File: config.mk
export PLATFORM = sky130hd
export DESIGN_NAME = spectrum_peak_smoother_bar_mapper_unit
export DESIGN_NICKNAME = d
export VERILOG_FILES = /design/src/rtl/spsb_pkg.sv /design/src/rtl/spectrum_peak_smoother_bar_mapper_unit.sv /design/src/rtl/spsb_ctrl.sv /design/src/rtl/spsb_datapath.sv
export SDC_FILE = /design/constraint.sdc
export NUM_CORES = 2
export LEC_CHECK = 0
export BUFFER_PORTS_ARGS = -buffer_cell sky130_fd_sc_hd__buf_2
export CAP_MARGIN = 15
export CORE_MARGIN = 4
export CORE_UTILIZATION = 51
export DETAILED_ROUTE_END_ITERATION = 16
export MAX_ROUTING_LAYER = met4
export PLACE_DENSITY_LB_ADDON = 0.12
export SLEW_MARGIN = 20
export SYNTH_ARGS = -nofsm -noshare
export SYNTH_HDL_FRONTEND = slang
export SYNTH_SLANG_ARGS = --single-unit
File: constraint.sdc
create_clock -name clk -period 12.7 [get_ports clk]
set_clock_uncertainty 0.1 [all_clocks]
set_input_delay 1.905 -clock clk [delete_from_list [all_inputs] [get_ports clk]]
set_output_delay 1.905 -clock clk [all_outputs]
set_load 0.1 [all_outputs]
File: src/rtl/spsb_pkg.sv
package spsb_pkg;

  localparam int NUM_BINS_DEF        = 128;
  localparam int DISPLAY_COLUMNS_DEF = 128;

  // Item kinds.
  localparam logic [1:0] KIND_UPDATE     = 2'd0;
  localparam logic [1:0] KIND_QUERY      = 2'd1;
  localparam logic [1:0] KIND_INVALIDATE = 2'd2;

  // Configuration register indexes.
  localparam int CFG_IDX_W = 3;
  localparam logic [CFG_IDX_W-1:0] REG_BIN_ORIGIN       = 3'd0;
  localparam logic [CFG_IDX_W-1:0] REG_BIN_STEP         = 3'd1;
  localparam logic [CFG_IDX_W-1:0] REG_ATTACK_GAIN      = 3'd2;
  localparam logic [CFG_IDX_W-1:0] REG_DECAY_GAIN       = 3'd3;
  localparam logic [CFG_IDX_W-1:0] REG_INTERP_THRESHOLD = 3'd4;
  localparam logic [CFG_IDX_W-1:0] REG_BAR_MAX_HEIGHT   = 3'd5;

  localparam int CFG_DATA_W = 20;

  // Register reset values.
  localparam logic [19:0] RST_BIN_ORIGIN       = 20'd1092;
  localparam logic [19:0] RST_BIN_STEP         = 20'd1368;
  localparam logic [15:0] RST_ATTACK_GAIN      = 16'd19661;
  localparam logic [15:0] RST_DECAY_GAIN       = 16'd60293;
  localparam logic [11:0] RST_INTERP_THRESHOLD = 12'd40;
  localparam logic [7:0]  RST_BAR_MAX_HEIGHT   = 8'd54;

  // One in Q0.12, as a weight.
  localparam logic [12:0] FRAC_ONE = 13'd4096;

  // Commands from the controller to the datapath.
  typedef struct packed {
    logic load_item;
    logic clr_wr;
    logic rd_upd;
    logic mul_upd;
    logic wr_upd;
    logic mul_pos;
    logic rd_lo;
    logic rd_hi;
    logic mul_lo;
    logic mul_hi;
    logic mul_bar;
    logic load_out;
  } spsb_cmd_t;

  // Status from the datapath to the controller.
  typedef struct packed {
    logic clr_last;
  } spsb_stat_t;

endpackage

File: src/rtl/spectrum_peak_smoother_bar_mapper_unit.sv
// Channel  Handshake              Payload
// in       in_valid / in_ready    kind, bin, magnitude, frame_end, column
// out      out_valid / out_ready  smoothed, bar_pixels, spectrum_ready
// cfg      cfg_valid / cfg_ready  cfg_index, cfg_data
//
// Every input transaction yields exactly one output transaction. One item is
// worked at a time on the single store port and the shared multiplier. After
// reset the store is cleared one bin per cycle, with in_ready low. A result
// waiting in the output register does not stop a new item from being taken;
// only the final load waits on out_ready.

module spectrum_peak_smoother_bar_mapper_unit import spsb_pkg::*; #(
  parameter int NUM_BINS        = NUM_BINS_DEF,
  parameter int DISPLAY_COLUMNS = DISPLAY_COLUMNS_DEF
) (
  input  logic                  clk,
  input  logic                  rst,
  input  logic                  in_valid,
  output logic                  in_ready,
  input  logic [1:0]            kind,
  input  logic [6:0]            bin,
  input  logic [15:0]           magnitude,
  input  logic                  frame_end,
  input  logic [6:0]            column,
  output logic                  out_valid,
  input  logic                  out_ready,
  output logic [15:0]           smoothed,
  output logic [7:0]            bar_pixels,
  output logic                  spectrum_ready,
  input  logic                  cfg_valid,
  output logic                  cfg_ready,
  input  logic [CFG_IDX_W-1:0]  cfg_index,
  input  logic [CFG_DATA_W-1:0] cfg_data
);

  // Configuration writes land directly in the registers, so the port is always open.
  assign cfg_ready = 1'b1;

  spsb_cmd_t  cmd;
  spsb_stat_t stat;

  // The controller sequences reads, multiplies and the store write-back.
  spsb_ctrl u_ctrl (
    .clk       (clk),
    .rst       (rst),
    .in_valid  (in_valid),
    .in_ready  (in_ready),
    .kind      (kind),
    .out_valid (out_valid),
    .out_ready (out_ready),
    .stat      (stat),
    .cmd       (cmd)
  );

  // The datapath holds the registers, the store and the shared multiplier.
  spsb_datapath #(
    .NUM_BINS        (NUM_BINS),
    .DISPLAY_COLUMNS (DISPLAY_COLUMNS)
  ) u_dp (
    .clk            (clk),
    .rst            (rst),
    .cfg_valid      (cfg_valid),
    .cfg_index      (cfg_index),
    .cfg_data       (cfg_data),
    .kind           (kind),
    .bin            (bin),
    .magnitude      (magnitude),
    .frame_end      (frame_end),
    .column         (column),
    .cmd            (cmd),
    .stat           (stat),
    .smoothed       (smoothed),
    .bar_pixels     (bar_pixels),
    .spectrum_ready (spectrum_ready)
  );

endmodule

File: src/rtl/spsb_ctrl.sv
module spsb_ctrl import spsb_pkg::*; (
  input  logic       clk,
  input  logic       rst,
  input  logic       in_valid,
  output logic       in_ready,
  input  logic [1:0] kind,
  output logic       out_valid,
  input  logic       out_ready,
  input  spsb_stat_t stat,
  output spsb_cmd_t  cmd
);

  localparam logic [3:0] S_CLEAR  = 4'd0;
  localparam logic [3:0] S_IDLE   = 4'd1;
  localparam logic [3:0] S_U_RD   = 4'd2;
  localparam logic [3:0] S_U_MUL  = 4'd3;
  localparam logic [3:0] S_U_WR   = 4'd4;
  localparam logic [3:0] S_Q_POS  = 4'd5;
  localparam logic [3:0] S_Q_RDLO = 4'd6;
  localparam logic [3:0] S_Q_RDHI = 4'd7;
  localparam logic [3:0] S_Q_MIX  = 4'd8;
  localparam logic [3:0] S_Q_BAR  = 4'd9;
  localparam logic [3:0] S_FIN    = 4'd10;

  logic [3:0] state;
  logic [3:0] state_next;
  logic       out_valid_next;

  always_comb begin
    cmd        = '0;
    state_next = state;
    in_ready   = 1'b0;
    unique case (state)
      S_CLEAR: begin
        cmd.clr_wr = 1'b1;
        if (stat.clr_last) begin
          state_next = S_IDLE;
        end
      end
      S_IDLE: begin
        in_ready = 1'b1;
        if (in_valid) begin
          cmd.load_item = 1'b1;
          case (kind)
            KIND_UPDATE: state_next = S_U_RD;
            KIND_QUERY:  state_next = S_Q_POS;
            default:     state_next = S_FIN;
          endcase
        end
      end
      S_U_RD: begin
        cmd.rd_upd = 1'b1;
        state_next = S_U_MUL;
      end
      S_U_MUL: begin
        cmd.mul_upd = 1'b1;
        state_next  = S_U_WR;
      end
      S_U_WR: begin
        cmd.wr_upd = 1'b1;
        state_next = S_FIN;
      end
      S_Q_POS: begin
        cmd.mul_pos = 1'b1;
        state_next  = S_Q_RDLO;
      end
      S_Q_RDLO: begin
        cmd.rd_lo  = 1'b1;
        state_next = S_Q_RDHI;
      end
      S_Q_RDHI: begin
        cmd.rd_hi  = 1'b1;
        cmd.mul_lo = 1'b1;
        state_next = S_Q_MIX;
      end
      S_Q_MIX: begin
        cmd.mul_hi = 1'b1;
        state_next = S_Q_BAR;
      end
      S_Q_BAR: begin
        cmd.mul_bar = 1'b1;
        state_next  = S_FIN;
      end
      S_FIN: begin
        if (!out_valid || out_ready) begin
          cmd.load_out = 1'b1;
          state_next   = S_IDLE;
        end
      end
      default: begin
        state_next = S_IDLE;
      end
    endcase
  end

  always_comb begin
    out_valid_next = out_valid && !out_ready;
    if (cmd.load_out) begin
      out_valid_next = 1'b1;
    end
  end

  always_ff @(posedge clk) begin
    if (rst) begin
      state     <= S_CLEAR;
      out_valid <= 1'b0;
    end else begin
      state     <= state_next;
      out_valid <= out_valid_next;
    end
  end

endmodule

File: src/rtl/spsb_datapath.sv
module spsb_datapath import spsb_pkg::*; #(
  parameter int NUM_BINS        = NUM_BINS_DEF,
  parameter int DISPLAY_COLUMNS = DISPLAY_COLUMNS_DEF
) (
  input  logic                  clk,
  input  logic                  rst,
  input  logic                  cfg_valid,
  input  logic [CFG_IDX_W-1:0]  cfg_index,
  input  logic [CFG_DATA_W-1:0] cfg_data,
  input  logic [1:0]            kind,
  input  logic [6:0]            bin,
  input  logic [15:0]           magnitude,
  input  logic                  frame_end,
  input  logic [6:0]            column,
  input  spsb_cmd_t             cmd,
  output spsb_stat_t            stat,
  output logic [15:0]           smoothed,
  output logic [7:0]            bar_pixels,
  output logic                  spectrum_ready
);

  localparam int AW = (NUM_BINS > 1) ? $clog2(NUM_BINS) : 1;
  localparam logic [AW-1:0] LastBin  = AW'(NUM_BINS - 1);
  localparam logic [31:0]   NumBinsU = 32'(NUM_BINS);
  localparam logic [31:0]   NumColsU = 32'(DISPLAY_COLUMNS);

  // Configuration registers.
  logic [19:0] bin_origin;
  logic [19:0] bin_step;
  logic [15:0] attack_gain;
  logic [15:0] decay_gain;
  logic [11:0] interp_threshold;
  logic [7:0]  bar_max_height;

  always_ff @(posedge clk) begin
    if (rst) begin
      bin_origin       <= RST_BIN_ORIGIN;
      bin_step         <= RST_BIN_STEP;
      attack_gain      <= RST_ATTACK_GAIN;
      decay_gain       <= RST_DECAY_GAIN;
      interp_threshold <= RST_INTERP_THRESHOLD;
      bar_max_height   <= RST_BAR_MAX_HEIGHT;
    end else if (cfg_valid) begin
      unique case (cfg_index)
        REG_BIN_ORIGIN:       bin_origin       <= cfg_data;
        REG_BIN_STEP:         bin_step         <= cfg_data;
        REG_ATTACK_GAIN:      attack_gain      <= cfg_data[15:0];
        REG_DECAY_GAIN:       decay_gain       <= cfg_data[15:0];
        REG_INTERP_THRESHOLD: interp_threshold <= cfg_data[11:0];
        REG_BAR_MAX_HEIGHT:   bar_max_height   <= cfg_data[7:0];
        default: ;
      endcase
    end
  end

  // Captured item.
  logic [1:0]  kind_q;
  logic [6:0]  bin_q;
  logic [15:0] mag_q;
  logic        fe_q;
  logic [6:0]  col_q;

  always_ff @(posedge clk) begin
    if (cmd.load_item) begin
      kind_q <= kind;
      bin_q  <= bin;
      mag_q  <= magnitude;
      fe_q   <= frame_end;
      col_q  <= column;
    end
  end

  logic bin_ok;
  logic col_ok;
  assign bin_ok = 32'(bin_q) < NumBinsU;
  assign col_ok = 32'(col_q) < NumColsU;

  // Smoothed magnitude store with one shared port and registered read data.
  logic [15:0]   store [NUM_BINS];
  logic [15:0]   rdata;
  logic          we;
  logic [AW-1:0] waddr;
  logic [15:0]   wdata;
  logic          rd_en;
  logic [AW-1:0] raddr;
  logic [AW-1:0] clr_cnt;

  // Working registers.
  logic [27:0] pos_q;
  logic [31:0] acc_q;
  logic        rising_q;
  logic [15:0] blend_q;
  logic [15:0] sm_q;
  logic [7:0]  bar_q;
  logic        frame_valid;

  // Bin position decode.
  logic [15:0]   lo;
  logic [11:0]   frac;
  logic          lo_in;
  logic          has_hi;
  logic          interp;
  logic [AW-1:0] lo_sel;
  logic [AW-1:0] hi_sel;
  logic [12:0]   frac_eff;
  logic [12:0]   w_lo;

  assign lo       = pos_q[27:12];
  assign frac     = pos_q[11:0];
  assign lo_in    = 32'(lo) < NumBinsU;
  assign has_hi   = (32'(lo) + 32'd1) < NumBinsU;
  assign interp   = lo_in && has_hi && (frac > interp_threshold);
  assign lo_sel   = lo_in ? AW'(lo) : LastBin;
  assign hi_sel   = interp ? AW'(lo_sel + 1'b1) : lo_sel;
  assign frac_eff = interp ? {1'b0, frac} : 13'd0;
  assign w_lo     = FRAC_ONE - frac_eff;

  // Shared multiplier.
  logic        rising;
  logic [19:0] mul_a;
  logic [15:0] mul_b;
  logic [35:0] prod;

  assign rising = mag_q > rdata;

  always_comb begin
    mul_a = '0;
    mul_b = '0;
    if (cmd.mul_pos) begin
      mul_a = bin_step;
      mul_b = {9'd0, col_q};
    end else if (cmd.mul_upd) begin
      mul_a = rising ? {4'd0, 16'(mag_q - rdata)} : {4'd0, rdata};
      mul_b = rising ? attack_gain : decay_gain;
    end else if (cmd.mul_lo) begin
      mul_a = {4'd0, rdata};
      mul_b = {3'd0, w_lo};
    end else if (cmd.mul_hi) begin
      mul_a = {4'd0, rdata};
      mul_b = {3'd0, frac_eff};
    end else if (cmd.mul_bar) begin
      mul_a = {4'd0, blend_q};
      mul_b = {8'd0, bar_max_height};
    end
  end

  assign prod = 36'(mul_a) * 36'(mul_b);

  // New smoothed value once the scaled term is in acc_q.
  logic [15:0] scaled;
  logic [15:0] sm_val;
  logic [27:0] mix_sum;
  logic [9:0]  h_raw;

  assign scaled  = acc_q[31:16];
  assign sm_val  = rising_q ? 16'(rdata + scaled) : ((scaled > mag_q) ? scaled : mag_q);
  assign mix_sum = acc_q[27:0] + prod[27:0];
  assign h_raw   = prod[23:14];

  always_ff @(posedge clk) begin
    if (cmd.load_item) begin
      sm_q  <= '0;
      bar_q <= '0;
    end else if (cmd.mul_pos) begin
      pos_q <= 28'(bin_origin) + prod[27:0];
    end else if (cmd.mul_upd) begin
      acc_q    <= prod[31:0];
      rising_q <= rising;
    end else if (cmd.wr_upd) begin
      sm_q <= bin_ok ? sm_val : 16'd0;
    end else if (cmd.mul_lo) begin
      acc_q <= prod[31:0];
    end else if (cmd.mul_hi) begin
      blend_q <= mix_sum[27:12];
    end else if (cmd.mul_bar) begin
      if (!col_ok) begin
        bar_q <= 8'd0;
      end else if (h_raw > {2'b00, bar_max_height}) begin
        bar_q <= bar_max_height;
      end else begin
        bar_q <= h_raw[7:0];
      end
    end
  end

  // Memory port muxing.
  always_comb begin
    we    = 1'b0;
    waddr = clr_cnt;
    wdata = '0;
    if (cmd.clr_wr) begin
      we = 1'b1;
    end else if (cmd.wr_upd && bin_ok) begin
      we    = 1'b1;
      waddr = AW'(bin_q);
      wdata = sm_val;
    end
  end

  assign rd_en = cmd.rd_upd | cmd.rd_lo | cmd.rd_hi;

  always_comb begin
    if (cmd.rd_upd) begin
      raddr = AW'(bin_q);
    end else if (cmd.rd_lo) begin
      raddr = lo_sel;
    end else begin
      raddr = hi_sel;
    end
  end

  always_ff @(posedge clk) begin
    if (we) begin
      store[waddr] <= wdata;
    end
    if (rd_en) begin
      rdata <= store[raddr];
    end
  end

  always_ff @(posedge clk) begin
    if (rst) begin
      clr_cnt <= '0;
    end else if (cmd.clr_wr) begin
      clr_cnt <= clr_cnt + 1'b1;
    end
  end

  assign stat.clr_last = clr_cnt == LastBin;

  // Frame valid flag and result register.
  logic fv_next;

  always_comb begin
    fv_next = frame_valid;
    if (kind_q == KIND_UPDATE && fe_q) begin
      fv_next = 1'b1;
    end else if (kind_q == KIND_INVALIDATE) begin
      fv_next = 1'b0;
    end
  end

  always_ff @(posedge clk) begin
    if (rst) begin
      frame_valid <= 1'b0;
    end else if (cmd.load_out) begin
      frame_valid <= fv_next;
    end
  end

  always_ff @(posedge clk) begin
    if (cmd.load_out) begin
      smoothed       <= sm_q;
      bar_pixels     <= bar_q;
      spectrum_ready <= fv_next;
    end
  end

endmodule

# After elaboration in Yosys (flattened, before gate mapping)
# Memories as Yosys holds them, arrays and structs flattened. A register that Yosys moved wholly into a read port is not among the register bits.
# Cells that the tools add are included.
# word_totals
reg_bits	264
ram_bits	2048
in_bits	61
output_inout_bits	28
elab_cells	149
n_memories	1
# classes
add_sub_neg	8
n_mul	1
order_cmp	6
n_eq_ne	22
n_mux	53
bitwise_logic	8
n_reduce_logical	26
# memory_table
name	words	word_bits	rd	rd_clocked_by_memory_dff	write_ports	line_no	source
u_dp.store	128	16	1	1	1	spsb_datapath.sv:79	logic [15:0] store [NUM_BINS];
# op_table
op	n
$mux 16	11
$mux 32	3
$mux 20	4
$mux 7	6
$pmux 4 s10	1
$gt 16x16->1	2
$lt 32x8->1 const B	1
$mul 20x16->32	1
$add 20x28->28	1
$add 28x28->28	1
$mux 1	20
$add 16x1->17 const B	1
$add 16x16->16	1
$eq 4x3->1 const B	4
$lt 16x8->1 const B	1
$mux 8	2
$sub 16x16->16	1
$add 7x1->7 const B	2
$reduce_and 2->1	7
$sub 13x13->13 const A	1
$eq 4x4->1 const B	3
$gt 12x12->1	1
$mux 12	1
$mux 4	3
other kinds (26)	45

# Logic depth before layout (Yosys ltp)
# depth
ltp_word	13
depth_mapped	49
ltp_nobuf	46

# Cells and area by module
# Synthesis repeated with hierarchy kept, for this count alone.
# unflattened
hier_cells	9621
hier_area_um2	109232.3
# by_module_without_submodules
mod	n_inst	cells_each	area_each_um2	seq_area_each_um2
spsb_datapath	1	9559	108760.6	68515.7
spsb_ctrl	1	60	460.4	100.1
spectrum_peak_smoother_bar_mapper_unit	1	2	11.3	0.0

# Worst setup path after synthesis
# OpenSTA, ideal clock, no wires.
# synth_path
kind	reg-to-reg
start	register u_dp.pos_q[22]
end	register u_dp.bar_q[6]
setup_time_ns	0.103
arrival_ns	10.793
t_required_ns	12.497
setup_slack_ns	1.703
path_stages_with_launch	43
path_buffers	3
synth_period_minus_slack_ns	10.997
path_cell_list	edfxtp_1 > or4_1 > or3_4 > or4b_4 > nor2_1 > clkbuf_1 > nand2_1 > ha_1 > o21ai_1 > o21ai_0 > a32o_1 > a211oi_1 > clkbuf_1 > nor2_1 > fa_1 > inv_1 > fa_1 > fa_1 > [7 not listed] > a21o_1 > a21oi_1 > o21ai_0 > a41o_1 > nor2_1 > ha_1 > nor2b_1 > o21a_1 > o21a_1 > o21a_1 > o21a_1 > o21a_1 > o21a_1 > o22ai_1 > or3b_2 > clkbuf_1 > mux2i_1 > a211oi_1
# synth_via
elab_chain_cells	12
word_cells_on_any_way	14
classes_between	2 x add/sub; 1 x mul; 3 x order compare; 6 x mux; 2 x reduce/logical
# synth_lines
item	line_no	source
from (decl)	spsb_datapath.sv:89	logic [27:0] pos_q;
from (signal assigned)	spsb_datapath.sv:165	pos_q <= 28'(bin_origin) + prod[27:0];
$add 16x1->17	spsb_datapath.sv:111	assign has_hi = (32'(lo) + 32'd1) < NumBinsU;
$lt 32x8->1	spsb_datapath.sv:111	
$logic_and 1x1->1 * (2 in series)	spsb_datapath.sv:112	assign interp = lo_in && has_hi && (frac > interp_threshold);
$mux 12 *	spsb_datapath.sv:115	assign frac_eff = interp ? {1'b0, frac} : 13'd0;
$sub 13x13->13 or $mux 16 (tied branches)	spsb_datapath.sv:116, spsb_datapath.sv:138	
$mux 16 *	spsb_datapath.sv:135	end else if (cmd.mul_lo) begin
$mux 16 *	spsb_datapath.sv:132	end else if (cmd.mul_upd) begin
$mux 16 *	spsb_datapath.sv:129	if (cmd.mul_pos) begin
$mul 20x16->32 *	spsb_datapath.sv:147	assign prod = 36'(mul_a) * 36'(mul_b);
via u_dp.prod[15]	spsb_datapath.sv:122	logic [35:0] prod;
$gt 10x8->1 *	spsb_datapath.sv:178	end else if (h_raw > {2'b00, bar_max_height}) begin
$mux 8 *	spsb_datapath.sv:178	
to (signal assigned)	spsb_datapath.sv:179	bar_q <= bar_max_height;
to (signal assigned)	spsb_datapath.sv:181	bar_q <= h_raw[7:0];
to (decl)	spsb_datapath.sv:94	logic [7:0] bar_q;
# Mark *: on every way through the listed nets, which the timed path passes. The rest lies on a longest branch.
# A chain may end at the register's enable or synchronous reset.

# Worst setup path after layout
# layout_path
start	register u_dp.pos_q[23]
end	register u_dp.blend_q[13], data pin
# layout_via
elab_chain_cells	11
word_cells_on_any_way	13
classes_between	3 x add/sub; 1 x mul; 2 x order compare; 5 x mux; 2 x reduce/logical
# layout_lines
item	line_no	source
$add 16x1->17	spsb_datapath.sv:111	
$lt 32x8->1	spsb_datapath.sv:111	
$logic_and 1x1->1 * (2 in series)	spsb_datapath.sv:112	
$mux 12 *	spsb_datapath.sv:115	
$sub 13x13->13 or $mux 16 (tied branches)	spsb_datapath.sv:116, spsb_datapath.sv:138	
$mux 16 *	spsb_datapath.sv:135	
$mux 16 *	spsb_datapath.sv:132	
$mux 16 *	spsb_datapath.sv:129	
$mul 20x16->32 *	spsb_datapath.sv:147	
via u_dp.prod[14]	spsb_datapath.sv:122	
$add 28x28->28 *	spsb_datapath.sv:157	assign mix_sum = acc_q[27:0] + prod[27:0];
via u_dp.mix_sum[25]	spsb_datapath.sv:152	logic [27:0] mix_sum;
to (signal assigned)	spsb_datapath.sv:174	blend_q <= mix_sum[27:12];
to (decl)	spsb_datapath.sv:92	logic [15:0] blend_q;
# Marked as above.

==> summary.txt <==
Initial antenna violation count = 9
Finished Layout Cells = 10900
CTS tree = yes
Setup slack at placement = 1.14 ns
Global-route usage over all layers = 0.303
Initial Util = 0.514
Hold Path Stages = 0
Reg2reg start = u_dp.pos_q[23]
Pint = 0.0122 W
DP HPWL = 206000 um
Buffers on Ports = 87
H-tree levels = 4
Synth unique cells = 89
Dpl cells = 10400
Remaining antenna violation count = 0
First-pass GRT wire length = 464000 um
Sw power = 0.00315 W
Flops & latches, synth = 2328
Worst slew pin tran = 1.21 ns
Gpl congestion = 0.982
Number of max-cap violations = 0
Ys flop type = edfxtp_1
EDFF count, synth = 2199
Sw Share = 0.205
Post-CTS setup repair buffer count = 0
Logic pwr share = 0.019
Fmax = 85.1 MHz
CTS resizes = 0
Avg Inst Size Synth = 14.0 um^2
Area Growth Syn to Fin = 11.7%
Setup-failing EPs final = 0
Slowest cell on crit path = or4b_4
Async S/R FF share, synth = 0
Setup WS post-layout = 0.952 ns
DRC viols = 0
Reg clk slew, reported paths = 0.06 ns
Sequential area share after synthesis = 0.643
First-pass DRT Iterations = 6
Pwr Density = 129 nW/um^2
Ys Warns = 0
Largest net degree at the start of global routing = 139
Post-Route WL = 321000 um
Critical path data required time = 13.22 ns
Synth Cell Area = 107000 um^2
Hold Path End = u_dp.smoothed[15]
Slew HR = 0.189
Setup TNS = 0 ns
Clk sinks = 2328
CP endpoint kind = register
RSZ-0062 raised after global routing = false
Clock power share = 0.440
Worst setup path startpoint = u_dp.pos_q[23]
Row cnt = 167
Core area = 208000 um^2
Die ar. = 217000 um^2
Max stage delay on crit path = 0.59 ns
Reg power frac = 0.541
Die height = 466 um
Hold Path Origin = u_dp.sm_q[15]
Hold Path Class = register to register
Status = complete, no violations
Share of cells above drive strength 1 = 0.136
CTS Buffer Depth = 3
CP arrival = 12.27 ns
Crit share post-route = 0.925
Peak supply drop = 0.145 mV
DR WL/cell = 29.6 um
Nets = 8377
Vias in the first global route = 65000
Die width = 466 um
Post-layout min period = 11.75 ns
Minimum setup slack among reg-to-reg paths = 0.95 ns
CTS root buffer = clkbuf_16
Crit-path most repeated cell = fa_1
Reg2Reg Depth = 34
Synthesized instance count = 7636
CTS Hold Bufs = 0
Via density = 6.18
Num CTS Buffers = 234
Fin. Hold Viols = 0
Final core utilization = 0.574
Slew Viols, Final = 0
Ports = 89
Initial DRC Count = 7571
Reg-to-Reg End = u_dp.blend_q[13]
Leak Pwr = 42.9 nW
Worst-skew pair later-pin latency = 0.88 ns
CP Launch Type = register
Critical-path maximum fanout = 13
Via count of the routed design = 67100
Worst setup path class = register to register
Gr ovfl total = 0
==> state kept, by name, summed over array words and instances (netlist names), 2 cells and up <==
register	flops
u_dp.store	2048
u_dp.acc_q	32
u_dp.pos_q	28
u_dp.bin_origin	20
u_dp.bin_step	20
u_dp.attack_gain	16
u_dp.blend_q	16
u_dp.decay_gain	16
u_dp.mag_q	16
u_dp.rdata	16
u_dp.sm_q	16
u_dp.smoothed	16
u_dp.interp_threshold	12
u_dp.bar_max_height	8
u_dp.bar_pixels	8
u_dp.bar_q	8
u_dp.bin_q	7
u_dp.clr_cnt	7
u_dp.col_q	7
u_ctrl.state	4
u_dp.kind_q	2
==> cell usage after synthesis (all sizes together) (17+ instances only) <==
cell / number / area share
a211oi: 23 / 0.0016
a21o: 49 / 0.0034
a21oi: 247 / 0.012
a22oi: 125 / 0.0088
a31oi: 29 / 0.0017
a32oi: 54 / 0.0044
and2: 38 / 0.0022
and3: 71 / 0.0042
buf: 169 / 0.0090
clkbuf: 251 / 0.0088
dfxtp: 129 / 0.024
edfxtp: 2199 / 0.62
fa: 248 / 0.046
ha: 205 / 0.024
inv: 419 / 0.015
mux2: 70 / 0.0074
mux2i: 323 / 0.030
mux4: 208 / 0.044
nand2: 1085 / 0.038
nand2b: 24 / 0.0014
nand3: 392 / 0.018
nand3b: 50 / 0.0035
nand4: 73 / 0.0043
nor2: 303 / 0.011
nor2b: 32 / 0.0019
nor3: 76 / 0.0037
nor4: 23 / 0.0014
o211ai: 152 / 0.011
o21a: 25 / 0.0018
o21ai: 120 / 0.0056
o31ai: 96 / 0.0067
or3: 17 / 0.0010
xnor2: 62 / 0.0051
xor2: 32 / 0.0026
==> worst max path at each step <==
stage                     slack [ns]  cells past startpoint               end
after CTS                       1.06                     34  u_dp.blend_q[13]
after detailed placement        1.14                     36  u_dp.blend_q[13]
after floorplan                 1.70                     42     u_dp.bar_q[6]
after global routing            0.36                     39     u_dp.bar_q[5]
after global placement          1.20                     39     u_dp.bar_q[5]
final                           0.95                     34  u_dp.blend_q[13]
==> cell type report <==
class                   instances  area, um^2
fillers                     16600       88400
flip-flops and latches       2328       68600
multi-input cells            4492       35200
clock buffers                 313        6360
well taps                    2788        3490
repair buffers                386        2840
inverters                     421        1590
clock inverters               123        1150
diodes                          6        15.0
==> kinds of logic (layout without fill, tap and decap cells) <==
logic type               Yosys count  after routing  synth area share
flip-flops                      2328           2328             0.643
AND/OR/NAND/NOR                 2233           2233            0.0946
AO/OA/AOI/OAI                   1084           1084            0.0705
buffers and inverters            841           1243            0.0326
multiplexers                     601            601            0.0815
adder cells (fa/ha/maj)          453            453            0.0705
XOR/XNOR                          94             94           0.00771
other                              2             33         0.0000703
==> per-layer routing <==
layer  global-route usage  share of wire
met1                0.412           0.41
met2                0.463           0.47
met3               0.0499          0.083
met4                0.115          0.044
met5                    -              0
==> layout by cell type, fill, tap and decap left out, drive strengths merged, types with 73 or more instances in the layout <==
cell type  synthesis  final
nand4             73     73
mux2i            323    323
fa               248    248
a21oi            247    247
edfxtp          2199   2199
nand3            392    392
dfxtp            129    129
nor2             303    303
a22oi            125    125
inv              419    424
clkinv             2     98
ha               205    205
o31ai             96     96
nor3              76     76
o21ai            120    120
clkbuf           251    313
nand2           1085   1085
mux4             208    208
o211ai           152    152
buf              169    386
==> power groups by stage <==
stage | clock network, W | registers (W) | logic [W]
after CTS | 0.00686 | 0.00832 | 0.000283
after detailed placement | 0 | 0.00848 | 0.000279
after floorplan | 0 | 0.00847 | 0.000178
after global routing | 0.00719 | 0.00831 | 0.000316
after global placement | 0 | 0.00848 | 0.000272
final | 0.00677 | 0.00832 | 0.000286
==> through the flow <==
step	hold WS (ns)	instance area, um^2	power (W)
after floorplan	0.308	107000	0.00865
after global placement	0.319	112000	0.00875
after detailed placement	0.320	112000	0.00876
after CTS	0.337	119000	0.0155
after global routing	0.347	119000	0.0158
final	0.333	119000	0.0154
==> critical path, delay by kind of cell, from the launching register on <==
family / cells / cell delay (ns)
AND/OR/NAND/NOR: 10 / 2.58
flip-flops: 1 / 0.36
XOR/XNOR: 1 / 0.55
buffers and inverters: 4 / 0.62
adder cells (fa/ha/maj): 9 / 3.94
AO/OA/AOI/OAI: 10 / 3.33
Note: power is estimated with default switching activity, not from simulation.
